===== src/design/bta_pkg.sv =====
package bta_pkg;

  localparam int unsigned HEAP_BYTES        = 4096;
  localparam int unsigned TAG_BYTES         = 4;
  localparam int unsigned MIN_SPLIT_PAYLOAD = 16;

  localparam int unsigned OFF_W   = 13;              // byte offset up to HEAP_BYTES
  localparam int unsigned TAG_W   = 12;              // stored tag width
  localparam int unsigned SIZE_W  = 14;              // rounded request size
  localparam int unsigned DEPTH   = HEAP_BYTES / 2;  // one tag per 2-byte word
  localparam int unsigned IDX_W   = $clog2(DEPTH);

  localparam logic [OFF_W-1:0] OVERHEAD  = OFF_W'(2 * TAG_BYTES);
  localparam logic [OFF_W-1:0] TAG_OFF   = OFF_W'(TAG_BYTES);
  localparam logic [OFF_W-1:0] LIMIT_MAX = OFF_W'(HEAP_BYTES);
  localparam logic [SIZE_W-1:0] SPLIT_MIN = SIZE_W'(2 * TAG_BYTES + MIN_SPLIT_PAYLOAD);

  typedef enum logic {
    CMD_ALLOC = 1'b0,
    CMD_FREE  = 1'b1
  } command_e;

  typedef enum logic [1:0] {
    ST_ALLOCATED = 2'd0,
    ST_NO_SPACE  = 2'd1,
    ST_FREED     = 2'd2,
    ST_IGNORED   = 2'd3
  } status_e;

  typedef enum logic [4:0] {
    OP_NONE,
    OP_LOAD,
    OP_READ_H,
    OP_NEXT,
    OP_SPLIT_W1,
    OP_SPLIT_W2,
    OP_SPLIT_W3,
    OP_SPLIT_W4,
    OP_USE_W,
    OP_APP_W1,
    OP_APP_W2,
    OP_READ_TGT,
    OP_FREE_W,
    OP_JN_W1,
    OP_JN_W2,
    OP_READ_PF,
    OP_READ_PREV,
    OP_JP_W1,
    OP_JP_W2
  } op_e;

  typedef struct packed {
    op_e     op;
    logic    res_load;
    status_e res_code;
  } cmd_t;

  typedef struct packed {
    logic is_free_cmd;
    logic size_zero;
    logic addr_low;
    logic tgt_zero;
    logic h_ge_brk;
    logic h_eq_brk;
    logic h_eq_tgt;
    logic h_gt_tgt;
    logic rd_free;
    logic fit;
    logic can_split;
    logic app_ok;
  } sts_t;

endpackage


===== src/design/bta_ctrl.sv =====
module bta_ctrl import bta_pkg::*; (
  input  logic clk_i,
  input  logic rst_ni,
  input  logic in_valid_i,
  output logic in_ready_o,
  output logic out_valid_o,
  input  logic out_ready_i,
  input  sts_t sts_i,
  output cmd_t cmd_o
);

  typedef enum logic [26:0] {
    S_IDLE     = 27'd1 << 0,
    S_DECIDE   = 27'd1 << 1,
    S_SCAN     = 27'd1 << 2,
    S_SCAN_CHK = 27'd1 << 3,
    S_SPLIT1   = 27'd1 << 4,
    S_SPLIT2   = 27'd1 << 5,
    S_SPLIT3   = 27'd1 << 6,
    S_SPLIT4   = 27'd1 << 7,
    S_USE      = 27'd1 << 8,
    S_APPEND   = 27'd1 << 9,
    S_APP2     = 27'd1 << 10,
    S_FWALK    = 27'd1 << 11,
    S_FW_NX    = 27'd1 << 12,
    S_RD_TGT   = 27'd1 << 13,
    S_TGT_CHK  = 27'd1 << 14,
    S_NXT_CHK  = 27'd1 << 15,
    S_NXT_TST  = 27'd1 << 16,
    S_JN1      = 27'd1 << 17,
    S_JN2      = 27'd1 << 18,
    S_PREV     = 27'd1 << 19,
    S_PREV_RD  = 27'd1 << 20,
    S_PREV_TST = 27'd1 << 21,
    S_JP1      = 27'd1 << 22,
    S_JP2      = 27'd1 << 23,
    S_FIN      = 27'd1 << 24,
    S_SPARE1   = 27'd1 << 25,
    S_SPARE2   = 27'd1 << 26
  } state_e;

  state_e  state_q, state_d;
  status_e code_q, code_d;
  logic    out_valid_q, out_valid_d;

  always_comb begin
    state_d      = state_q;
    code_d       = code_q;
    cmd_o.op       = OP_NONE;
    cmd_o.res_load = 1'b0;
    cmd_o.res_code = code_q;
    out_valid_d  = out_valid_q && !out_ready_i;
    unique case (state_q)
      S_IDLE: begin
        if (in_valid_i) begin
          cmd_o.op = OP_LOAD;
          state_d  = S_DECIDE;
        end
      end
      S_DECIDE: begin
        if (sts_i.is_free_cmd) begin
          if (sts_i.addr_low) begin
            code_d = ST_IGNORED; state_d = S_FIN;
          end else begin
            state_d = S_FWALK;
          end
        end else if (sts_i.size_zero) begin
          code_d = ST_NO_SPACE; state_d = S_FIN;
        end else begin
          state_d = S_SCAN;
        end
      end
      S_SCAN: begin
        if (sts_i.h_ge_brk) begin
          state_d = S_APPEND;
        end else begin
          cmd_o.op = OP_READ_H; state_d = S_SCAN_CHK;
        end
      end
      S_SCAN_CHK: begin
        if (sts_i.fit) begin
          state_d = sts_i.can_split ? S_SPLIT1 : S_USE;
        end else begin
          cmd_o.op = OP_NEXT; state_d = S_SCAN;
        end
      end
      S_SPLIT1: begin cmd_o.op = OP_SPLIT_W1; state_d = S_SPLIT2; end
      S_SPLIT2: begin cmd_o.op = OP_SPLIT_W2; state_d = S_SPLIT3; end
      S_SPLIT3: begin cmd_o.op = OP_SPLIT_W3; state_d = S_SPLIT4; end
      S_SPLIT4: begin
        cmd_o.op = OP_SPLIT_W4; code_d = ST_ALLOCATED; state_d = S_FIN;
      end
      S_USE: begin
        cmd_o.op = OP_USE_W; code_d = ST_ALLOCATED; state_d = S_FIN;
      end
      S_APPEND: begin
        if (sts_i.app_ok) begin
          cmd_o.op = OP_APP_W1; state_d = S_APP2;
        end else begin
          code_d = ST_NO_SPACE; state_d = S_FIN;
        end
      end
      S_APP2: begin
        cmd_o.op = OP_APP_W2; code_d = ST_ALLOCATED; state_d = S_FIN;
      end
      S_FWALK: begin
        if (sts_i.h_ge_brk || sts_i.h_gt_tgt) begin
          code_d = ST_IGNORED; state_d = S_FIN;
        end else if (sts_i.h_eq_tgt) begin
          state_d = S_RD_TGT;
        end else begin
          cmd_o.op = OP_READ_H; state_d = S_FW_NX;
        end
      end
      S_FW_NX:  begin cmd_o.op = OP_NEXT; state_d = S_FWALK; end
      S_RD_TGT: begin cmd_o.op = OP_READ_TGT; state_d = S_TGT_CHK; end
      S_TGT_CHK: begin
        if (sts_i.rd_free) begin
          code_d = ST_IGNORED; state_d = S_FIN;
        end else begin
          cmd_o.op = OP_FREE_W; state_d = S_NXT_CHK;
        end
      end
      S_NXT_CHK: begin
        if (sts_i.h_eq_brk) begin
          state_d = S_PREV;
        end else begin
          cmd_o.op = OP_READ_H; state_d = S_NXT_TST;
        end
      end
      S_NXT_TST: state_d = sts_i.rd_free ? S_JN1 : S_PREV;
      S_JN1:     begin cmd_o.op = OP_JN_W1; state_d = S_JN2; end
      S_JN2:     begin cmd_o.op = OP_JN_W2; state_d = S_PREV; end
      S_PREV: begin
        if (sts_i.tgt_zero) begin
          code_d = ST_FREED; state_d = S_FIN;
        end else begin
          cmd_o.op = OP_READ_PF; state_d = S_PREV_RD;
        end
      end
      S_PREV_RD: begin cmd_o.op = OP_READ_PREV; state_d = S_PREV_TST; end
      S_PREV_TST: begin
        if (sts_i.rd_free) begin
          state_d = S_JP1;
        end else begin
          code_d = ST_FREED; state_d = S_FIN;
        end
      end
      S_JP1: begin cmd_o.op = OP_JP_W1; state_d = S_JP2; end
      S_JP2: begin
        cmd_o.op = OP_JP_W2; code_d = ST_FREED; state_d = S_FIN;
      end
      S_FIN: begin
        if (!out_valid_q || out_ready_i) begin
          cmd_o.res_load = 1'b1;
          out_valid_d    = 1'b1;
          state_d        = S_IDLE;
        end
      end
      default: state_d = S_IDLE;
    endcase
  end

  always_ff @(posedge clk_i or negedge rst_ni) begin
    if (!rst_ni) begin
      state_q     <= S_IDLE;
      code_q      <= ST_ALLOCATED;
      out_valid_q <= 1'b0;
    end else begin
      state_q     <= state_d;
      code_q      <= code_d;
      out_valid_q <= out_valid_d;
    end
  end

  assign in_ready_o  = (state_q == S_IDLE);
  assign out_valid_o = out_valid_q;

endmodule


===== config.mk =====
export PLATFORM = sky130hd
export DESIGN_NAME = bta_ctrl
export DESIGN_NICKNAME = d
export VERILOG_FILES = /design/src/design/bta_pkg.sv /design/src/design/bta_ctrl.sv
export SDC_FILE = /design/constraint.sdc
export NUM_CORES = 1
export LEC_CHECK = 0
export ABC_AREA = 1
export BUFFER_PORTS_ARGS = -buffer_cell sky130_fd_sc_hd__buf_2
export CORE_MARGIN = 1
export CORE_UTILIZATION = 30
export DETAILED_ROUTE_END_ITERATION = 16
export GPL_TIMING_DRIVEN = 0
export PLACE_DENSITY = 0.55
export SLEW_MARGIN = 20
export SYNTH_ARGS = -nofsm -noshare
export SYNTH_HDL_FRONTEND = slang
export SYNTH_SLANG_ARGS = --single-unit

===== constraint.sdc =====
create_clock -name clk_i -period 1.9 [get_ports clk_i]
set_input_delay 0.38 -clock clk_i [delete_from_list [all_inputs] [get_ports clk_i]]
set_output_delay 0.38 -clock clk_i [all_outputs]
set_load 0.1 [all_outputs]

==> results.cfg, run 1 <==
[status]
status = complete, but fails checks
failed_checks = setup timing

[timing]
slew-limit-headroom_pct = 56.00
final_hold_viol_count = 0
min_period_ns = 2.459
postLayoutSetupSlackWorst_ns = -0.5587
peak_freq_mhz = 406.7
setup_repair_after_global_routing_missed_its_margin = yes
report.final.setup_viol = 8
worst_slew_pin_slew_ns = 0.6600
slew_violations = 0
totalNegativeSetupSlack_ns = -3.723
fin_skew_ns = 0.003882
finalCritPeriodShare_pct = 129.4

[worst_setup_path]
reg2reg_to = state_q[3]
worst-setup-path-type = reg -> out
worst-path-max-fanout = 6
critical_path.reg2reg.startpoint = state_q[17]
worstPathArrival_ns = 2.08
startpoint_type_of_the_worst_setup_path = flop
rrSetupSlack_ns = -0.55
timing.reg2reg.worst_path_depth = 19
worstSetupEndpointType = output pin
worstPathRequired_ns = 1.52

[floorplan]
placementRows = 30
floorplan.die_area_um2 = 7290
placeableCoreArea_um2 = 6756
die_h_um = 85.38
ioPinCount = 26
die_width_um = 85.38
floorplan.initialDensity_pct = 30.87

[cts]
htree_levels = 1
numClockSinks = 28
clock_latency_ns = 0.30
cts-root-to-sink-buffers = 2
post_cts_hold_buffer_count = 0
cts_inserted_buffers = 3
clkSlewWorstSetupHoldPaths_ns = 0.11
clock-root-buffer = sky130_fd_sc_hd__clkbuf_8
cts_tree = done

[drt]
met3RoutedLength_um = 192
totalWireLength_mm = 6.476
drt.antenna.violating_nets = 0
drt-met1-wl_mm = 3.002
avgRoutedWirePerCell_um = 13.66
drcViolationCount = 0
route.met2.wl_mm = 3.186
mean_number_of_vias_per_cell = 4.781
vias = 2266
drtIter0Drc = 111
dr.max_layer_used = met4
firstDrtPassIters = 4

[grt]
grt_start_max_net_pins = 29
grt_antenna_before_repair = 0
first_global_vias = 2274
first_pass_grt_wire_length_mm = 10.42
grt_util_all_layers_pct = 18.48
globalRoute.totalOverflow = 0

[yosys]
ys_dominant_reg_cell = sky130_fd_sc_hd__dfrtp_1
synth_most_common_cell = sky130_fd_sc_hd__nand2_1
synthesis.area_per_instance_um2 = 6.477
synth-seq-cells = 28
syn-instance-count = 322
post_synthesis_cell_area_um2 = 2086
post_synth_most_frequent_cells = 82 x sky130_fd_sc_hd__nand2_1, 73 x sky130_fd_sc_hd__nor2_1, 46 x sky130_fd_sc_hd__inv_1
synth_fp_nets = 338
yosysTopAreaCellShare_pct = 32.39
synth_async_sr_flop_share_pct = 100.0
ys_seq_area_share_pct = 33.65
post-synth-top-area-cell = sky130_fd_sc_hd__dfrtp_1
synth-edff-count = 0
synth_cell_type_count = 32
synth_top_cells_by_area = sky130_fd_sc_hd__dfrtp_1 32%, sky130_fd_sc_hd__nand2_1 15%, sky130_fd_sc_hd__nor2_1 13%, sky130_fd_sc_hd__inv_1 8.3%, sky130_fd_sc_hd__nand3_1 6.5%
yosysWarnings = 0

[pwr]
share_clk_of_total_power_pct = 15.3
vdd.ir_drop.worst_uv = 398.6
power_report.internal_total_w = 0.001268
power.switching_fraction_pct = 48.36
power_density_nw_per_um2 = 790.2
leakagePower_nw = 1.655
power.share.combinational_pct = 56.5
switching_power_w = 0.001187
seq_pwr_share_pct = 28.2

[finish]
antenna_diode_count = 0
final_cell_count_no_fill = 474
area_growth_syn_to_layout_pct = 48.95
layout.nets = 411
post_route_cells_drive_above_1_share_pct = 41.37

[placement]
placed_cells_incl_taps = 427
gp_congestion = 0.9154
dp_hpwl_mm = 4.381
placement.io_buffers = 25
post-place-ws_ns = -0.6149

[job]
max-cap-violations = 0

[min_path]
holdCritPathClass = in -> async
## metal layers
layer | up-vias | track usage [%]
li1 | 1147 | -
met1 | 1071 | 23.76
met2 | 39 | 31.82
met3 | 9 | 3.113
met4 | 0 | 5.606
met5 | - | 0
## timing repair
item / CTS / global route
endpoints found under the setup margin: 7 / 12
setup buffers: 31 / 14
gates cloned: 0 / 0
resized for setup: 68 / 35
pin swaps: 21 / 17
## critical path, cell delays in order (launching register included)
cell and delay [ns]:
sky130_fd_sc_hd__dfrtp_1 0.45, sky130_fd_sc_hd__nor2_4 0.14, sky130_fd_sc_hd__nand2_2 0.06, sky130_fd_sc_hd__inv_2 0.08
sky130_fd_sc_hd__nand2_4 0.07, sky130_fd_sc_hd__nor2_8 0.16, sky130_fd_sc_hd__buf_12 0.13, sky130_fd_sc_hd__nand3_4 0.06
sky130_fd_sc_hd__inv_2 0.06, sky130_fd_sc_hd__nand2_2 0.05, sky130_fd_sc_hd__and3_4 0.20, sky130_fd_sc_hd__nand4_1 0.11
sky130_fd_sc_hd__buf_8 0.21
## registers in the layout, indices dropped and copies added (netlist names)
| signal | flops |
|---|---|
| code_q | 2 |
| out_valid_o | 1 |
| state_q | 25 |
## cells by family after synthesis
group | after synthesis | synth area share [%]
buf+inv | 55 | 10.80
simple gates | 228 | 52.01
compound gates | 11 | 3.539
flops | 28 | 33.65
## how the worst max path moves through the flow
stage	depth (start not counted)	end	startpoint	slack (ns)
after floorplan	9	cmd_o[5]	state_q[0]	-0.55
after global placement	11	cmd_o[3]	state_q[17]	-0.64
after detailed placement	11	cmd_o[3]	state_q[17]	-0.61
after CTS	11	cmd_o[3]	state_q[16]	-0.57
after global routing	11	cmd_o[4]	state_q[0]	-0.68
final	12	cmd_o[5]	state_q[17]	-0.56
## power groups by stage
stage / clock network (W) / logic (W) / registers, W
after global routing: 0.000406 / 0.00147 / 0.000698
after global placement: 0 / 0.00103 / 0.000702
after CTS: 0.000376 / 0.00126 / 0.000694
final: 0.000375 / 0.00139 / 0.000693
after detailed placement: 0 / 0.00103 / 0.000703
after floorplan: 0 / 0.000674 / 0.000870
## cells in the final DEF (no fill, tap or decap), types with 2 or more instances in the layout
master                     netlist  routed
sky130_fd_sc_hd__nor3_1          9       5
sky130_fd_sc_hd__nor2_1         73      55
sky130_fd_sc_hd__o21ai_0         3       2
sky130_fd_sc_hd__nand4_4         1       2
sky130_fd_sc_hd__buf_2           0      18
sky130_fd_sc_hd__inv_2           7       8
sky130_fd_sc_hd__buf_6           1       2
sky130_fd_sc_hd__nor2_4          1      12
sky130_fd_sc_hd__buf_8           1       3
sky130_fd_sc_hd__nor2_8          2       2
sky130_fd_sc_hd__buf_12          0       7
sky130_fd_sc_hd__nand2_4         4      11
sky130_fd_sc_hd__clkbuf_8        0       3
sky130_fd_sc_hd__o21ai_2         1       2
sky130_fd_sc_hd__buf_4           0      40
sky130_fd_sc_hd__nand3_2         1       5
sky130_fd_sc_hd__nor3_2          1       4
sky130_fd_sc_hd__nand3_1        27      21
sky130_fd_sc_hd__nor2_2         10      17
sky130_fd_sc_hd__nand2_1        82      65
sky130_fd_sc_hd__nand3_4         0       2
sky130_fd_sc_hd__o32ai_1         2       2
sky130_fd_sc_hd__nand2_2         4      14
sky130_fd_sc_hd__inv_1          46      43
sky130_fd_sc_hd__dfrtp_1        27      27
sky130_fd_sc_hd__nand4_1         5       5
## per-stage QoR
stage | utilization (%) | hold WS (ns) | cell area (um2) | power [W]
after floorplan | - | 0.08441 | 2106 | 0.001543
after global placement | 34.50 | 0.4475 | 2331 | 0.001735
after detailed placement | 34.50 | 0.4599 | 2331 | 0.001734
after CTS | 42.57 | 0.1356 | 2877 | 0.002334
after global routing | 45.98 | 0.1613 | 3107 | 0.002570
final | 45.98 | 0.09867 | 3107 | 0.002455
## area by class of cell
class	count	area, um2
fillers	682	3650
multi-input cells	239	1456
flip-flops and latches	28	701.9
repair buffers	68	568.0
inverters	53	205.2
well taps	80	100.1
clock buffers	4	45.04
plain buffers	2	30.03
Power figures use the tool's default switching activity.
==> run 2, diff against run 1 <==
CORE_UTILIZATION = 45   (was 30)
PLACE_DENSITY = 0.72   (was 0.55)
==> results.cfg, run 2 (same netlist as run 1, synthesis figures left out) <==
[drt]
drtIter0Drc = 157
drt.antenna.violating_nets = 0
totalWireLength_mm = 6.357
vias = 2365
avgRoutedWirePerCell_um = 14.65
mean_number_of_vias_per_cell = 5.449
drcViolationCount = 0
firstDrtPassIters = 5

[finish]
layout_commonest_cell = sky130_fd_sc_hd__nand2_1
layout.nets = 399
final_cell_count_no_fill = 434
area_growth_syn_to_layout_pct = 44.15
mostFrequentLayoutCells = 65 x sky130_fd_sc_hd__nand2_1, 55 x sky130_fd_sc_hd__nor2_1, 43 x sky130_fd_sc_hd__inv_1
antenna_diode_count = 0
largest_register_ff_count = 25
regMostFlops = state_q
post_route_cells_drive_above_1_share_pct = 38.74
layout.cell_area.non_filler_um2 = 3007

[grt]
first_pass_grt_wire_length_mm = 9.611
grt_antenna_before_repair = 0
grt_util_all_layers_pct = 25.04
globalRoute.totalOverflow = 0
grt_start_max_net_pins = 29
first_global_vias = 2156

[min_path]
holdCritPathClass = in -> async

[floorplan]
die_h_um = 70.08
die_width_um = 70.08
floorplan.die_area_um2 = 4911
placeableCoreArea_um2 = 4414
ioPinCount = 26
floorplan.initialDensity_pct = 47.25
placementRows = 24

[pwr]
vdd.ir_drop.worst_uv = 662.0
leakagePower_nw = 1.629
fin_total_pwr_w = 0.002544
power_density_nw_per_um2 = 846.1

[timing]
min_period_ns = 2.491
slew-limit-headroom_pct = 56.90
totalNegativeSetupSlack_ns = -3.431
final_hold_viol_count = 0
setup_repair_after_global_routing_missed_its_margin = yes
postLayoutSetupSlackWorst_ns = -0.5914
worst_slew_pin_slew_ns = 0.6464
finalCritPeriodShare_pct = 131.1
peak_freq_mhz = 401.4
slew_violations = 0
fin_skew_ns = 0.002451
report.final.setup_viol = 10

[cts]
post_cts_hold_buffer_count = 0
cts-root-to-sink-buffers = 2
htree_levels = 1
cts_tree = done
cts_inserted_buffers = 3
clock-root-buffer = sky130_fd_sc_hd__clkbuf_8
numClockSinks = 28
clock_latency_ns = 0.29
clkSlewWorstSetupHoldPaths_ns = 0.10

[placement]
placed_cells_incl_taps = 399
post-place-ws_ns = -0.5576
gp_congestion = 0.9370
dp_hpwl_mm = 4.034
placedInstanceArea_um2 = 2296
placement.io_buffers = 25

[worst_setup_path]
worstPathRequired_ns = 1.52
worstSetupEndpointType = output pin
startpoint_type_of_the_worst_setup_path = flop
worst-setup-path-type = reg -> out
worst-path-max-fanout = 6
worstPathArrival_ns = 2.11

[job]
max-cap-violations = 0

[status]
failed_checks = setup timing
status = complete, but fails checks
[run 2: cell count changes in the layout (fill, tap and decap cells not counted), sizes merged]
cell	change
bufbuf	+1
buf	-13
[run 2: stage by stage]
stage	util, %	hold slack [ns]
final	68.11	0.09961
after global routing	68.11	0.1488
after CTS	62.53	0.1257
after detailed placement	52.01	0.4423
after global placement	52.01	0.4350
after floorplan	-	0.08441
[run 2: path summary, 6_finish.rpt]
path	slack, ns	cells after the start	to	startpoint
max in group asynchronous	1.38	1	state_q[3]	rst_ni
min	0.1	1	out_valid_o	rst_ni
max	-0.59	11	cmd_o[3]	state_q[20]
max reg2reg	-0.16	15	code_q[0]	state_q[20]
min reg2reg	0.55	2	code_q[1]	code_q[1]
min in group clk_i	0.24	2	state_q[8]	sts_i[1]
[run 2: critical path, cell delays in order (launching register included)]
cell	delay, ns
sky130_fd_sc_hd__dfrtp_1	0.41
sky130_fd_sc_hd__nor2_2	0.17
sky130_fd_sc_hd__nand2_2	0.07
sky130_fd_sc_hd__inv_2	0.09
sky130_fd_sc_hd__nand2_4	0.08
sky130_fd_sc_hd__nor2_8	0.17
sky130_fd_sc_hd__buf_8	0.18
sky130_fd_sc_hd__nand2_4	0.06
sky130_fd_sc_hd__o21ai_2	0.13
sky130_fd_sc_hd__nor2_2	0.07
sky130_fd_sc_hd__nand4_1	0.16
sky130_fd_sc_hd__buf_8	0.22
[run 2: routing by layer]
layer / track usage, % / part of all wire, % / vias up
li1: - / - / 1126
met1: 31.12 / 40 / 1091
met2: 41.13 / 49 / 124
met3: 5.051 / 7.9 / 24
met4: 12.67 / 3.4 / 0
met5: 0 / 0 / -
[run 2: layout make-up]
cell class              count  area (um2)
multi-input cells         239        1455
well taps                  52       65.06
fillers                   320        1408
flip-flops and latches     28       701.9
repair buffers             56       494.2
inverters                  53       205.2
plain buffers               2       30.03
clock buffers               4       55.05
[run 2: repair_timing]
item                                    4_1_cts  5_1_grt
endpoints found under the setup margin        7       11
resized for setup                            62       41
cloned                                        1        0
pin swaps                                    16       25
buffers inserted                             19       11
[run 2: report_power, final]
part / total [W] / leakage, nW / internal, W / switching [W]
combinational: 0.00146 / 1.22 / 0.000492 / 0.000966
sequential: 0.000690 / 0.380 / 0.000653 / 0.0000372
clock: 0.000395 / 0.0288 / 0.000187 / 0.000209
==> run 3, diff against run 2 <==
CTS_CLUSTER_DIAMETER = 120   (was not set)
GPL_TIMING_DRIVEN = not set   (was 0)
==> results.cfg, run 3 (same netlist as run 1, synthesis figures left out) <==
[finish]
regMostFlops = state_q
antenna_diode_count = 0
post_route_cells_drive_above_1_share_pct = 45.75
final_util_pct = 74.29
register_area_um2 = 701.9
layout.cell_area.non_filler_um2 = 3279
mostFrequentLayoutCells = 67 x sky130_fd_sc_hd__nand2_1, 67 x sky130_fd_sc_hd__buf_4, 54 x sky130_fd_sc_hd__nor2_1
area_growth_syn_to_layout_pct = 57.23
layout.nets = 441
multi_input_comb_area_um2 = 1436
largest_register_ff_count = 25
fill_cells = 298

[drt]
drcViolationCount = 0
drtIter0Drc = 291
drt.antenna.violating_nets = 0
mean_number_of_vias_per_cell = 5.626
avgRoutedWirePerCell_um = 16.33
firstDrtPassIters = 6
vias = 2678
totalWireLength_mm = 7.771

[grt]
first_pass_grt_wire_length_mm = 11.41
grt_antenna_before_repair = 0
grt_util_all_layers_pct = 29.57
globalRoute.totalOverflow = 0
grt_start_max_net_pins = 29
first_global_vias = 2553

[floorplan]
die_h_um = 70.08
ioPinCount = 26
placementRows = 24
placeableCoreArea_um2 = 4414
floorplan.initialDensity_pct = 47.25
die_width_um = 70.08
floorplan.die_area_um2 = 4911

[worst_setup_path]
worst-path-max-fanout = 7
timing.reg2reg.worst_path_depth = 14
startpoint_type_of_the_worst_setup_path = flop
worstSetupEndpointType = output pin
worstPathRequired_ns = 1.52
rrSetupSlack_ns = -0.26
critical_path.reg2reg.startpoint = state_q[0]
reg2reg_to = state_q[0]
worstPathArrival_ns = 2.11
worst-setup-path-type = reg -> out

[placement]
gp_congestion = 0.9936
placedInstanceArea_um2 = 2840
placement.io_buffers = 25
dp_hpwl_mm = 4.891
post-place-ws_ns = -0.2276

[timing]
fin_skew_ns = 0.006768
final_hold_viol_count = 0
worst_slew_pin_slew_ns = 0.6536
min_period_ns = 2.487
setup_repair_after_global_routing_missed_its_margin = yes
peak_freq_mhz = 402.1
finalCritPeriodShare_pct = 130.9
slew_violations = 0
report.final.setup_viol = 9
slew-limit-headroom_pct = 56.43
postLayoutSetupSlackWorst_ns = -0.5872
totalNegativeSetupSlack_ns = -3.683

[pwr]
power_report.internal_total_w = 0.001310
share_clk_of_total_power_pct = 13.7
seq_pwr_share_pct = 26.9
vdd.ir_drop.worst_uv = 637.3
power.switching_fraction_pct = 49.39
power.share.combinational_pct = 59.4
power_density_nw_per_um2 = 789.1
switching_power_w = 0.001278
fin_total_pwr_w = 0.002588
leakagePower_nw = 1.821

[cts]
htree_levels = 1
clock_latency_ns = 0.29
clock-root-buffer = sky130_fd_sc_hd__clkbuf_8
post_cts_hold_buffer_count = 0
cts_inserted_buffers = 3
clkSlewWorstSetupHoldPaths_ns = 0.10
cts-root-to-sink-buffers = 2
cts_tree = done
numClockSinks = 28

[status]
status = complete, but fails checks
failed_checks = setup timing

[min_path]
holdCritPathClass = in -> async

[job]
max-cap-violations = 0
## run 3: changes by cell type in the layout (fill, tap and decap cells not counted), sizes merged
cell,previous run,this run
buf,57,100
bufbuf,1,0
## run 3: final cells by class
cell class / instances / share of cell area [%]
Timing Repair Buffer: 100 / 25.10
Multi-Input combinational cell: 239 / 43.80
Sequential cell: 28 / 21.40
Tap cell: 52 / 1.984
Clock buffer: 4 / 1.374
Inverter: 53 / 6.333
## run 3: power groups by stage
stage	clock network [W]	logic [W]	registers, W
6_report	0.000355	0.00154	0.000695
5_1_grt	0.000376	0.00160	0.000699
4_1_cts	0.000355	0.00140	0.000688
3_5_place_dp	0	0.00122	0.000699
3_3_place_gp	0	0.00120	0.000695
2_1_floorplan	0	0.000674	0.000870
## run 3: critical path: stages, from the launching register on
cell                      delay, ns
sky130_fd_sc_hd__dfrtp_1       0.40
sky130_fd_sc_hd__nor2_2        0.17
sky130_fd_sc_hd__nand2_1       0.10
sky130_fd_sc_hd__inv_2         0.11
sky130_fd_sc_hd__nand2_4       0.08
sky130_fd_sc_hd__nor2_8        0.17
sky130_fd_sc_hd__buf_6         0.16
sky130_fd_sc_hd__nand2_1       0.09
sky130_fd_sc_hd__buf_4         0.16
sky130_fd_sc_hd__nand4_1       0.17
sky130_fd_sc_hd__buf_12        0.20
## run 3: worst max path at each step
stage / endpoint / start / slack (ns) / cells after the start
global placement: cmd_o[4] / state_q[17] / -0.20 / 11
detailed placement: cmd_o[4] / state_q[2] / -0.23 / 12
floorplan: cmd_o[5] / state_q[0] / -0.55 / 9
finish: cmd_o[5] / state_q[20] / -0.59 / 10
global route: cmd_o[4] / state_q[4] / -0.69 / 11
CTS: cmd_o[4] / state_q[16] / -0.48 / 13
## run 3: timing repair
action	in CTS	in global routing
gates resized for setup	58	22
cloned	0	0
endpoints found under the hold margin	0	0
buffers inserted	13	3
setup endpoints to repair	7	12
pin swaps	23	10
## run 3: per-layer routing
layer,track usage (%),wire (um)
met1,36.12,2922
met2,51.28,3810
met3,4.040,589
met4,13.78,448
met5,0,0
## run 3: through the flow
stage | hold slack, ns | instances
after floorplan | 0.08441 | 322
after global placement | 0.4367 | 459
after detailed placement | 0.4529 | 459
after CTS | 0.1435 | 473
after global routing | 0.1609 | 476
final | 0.1077 | 476
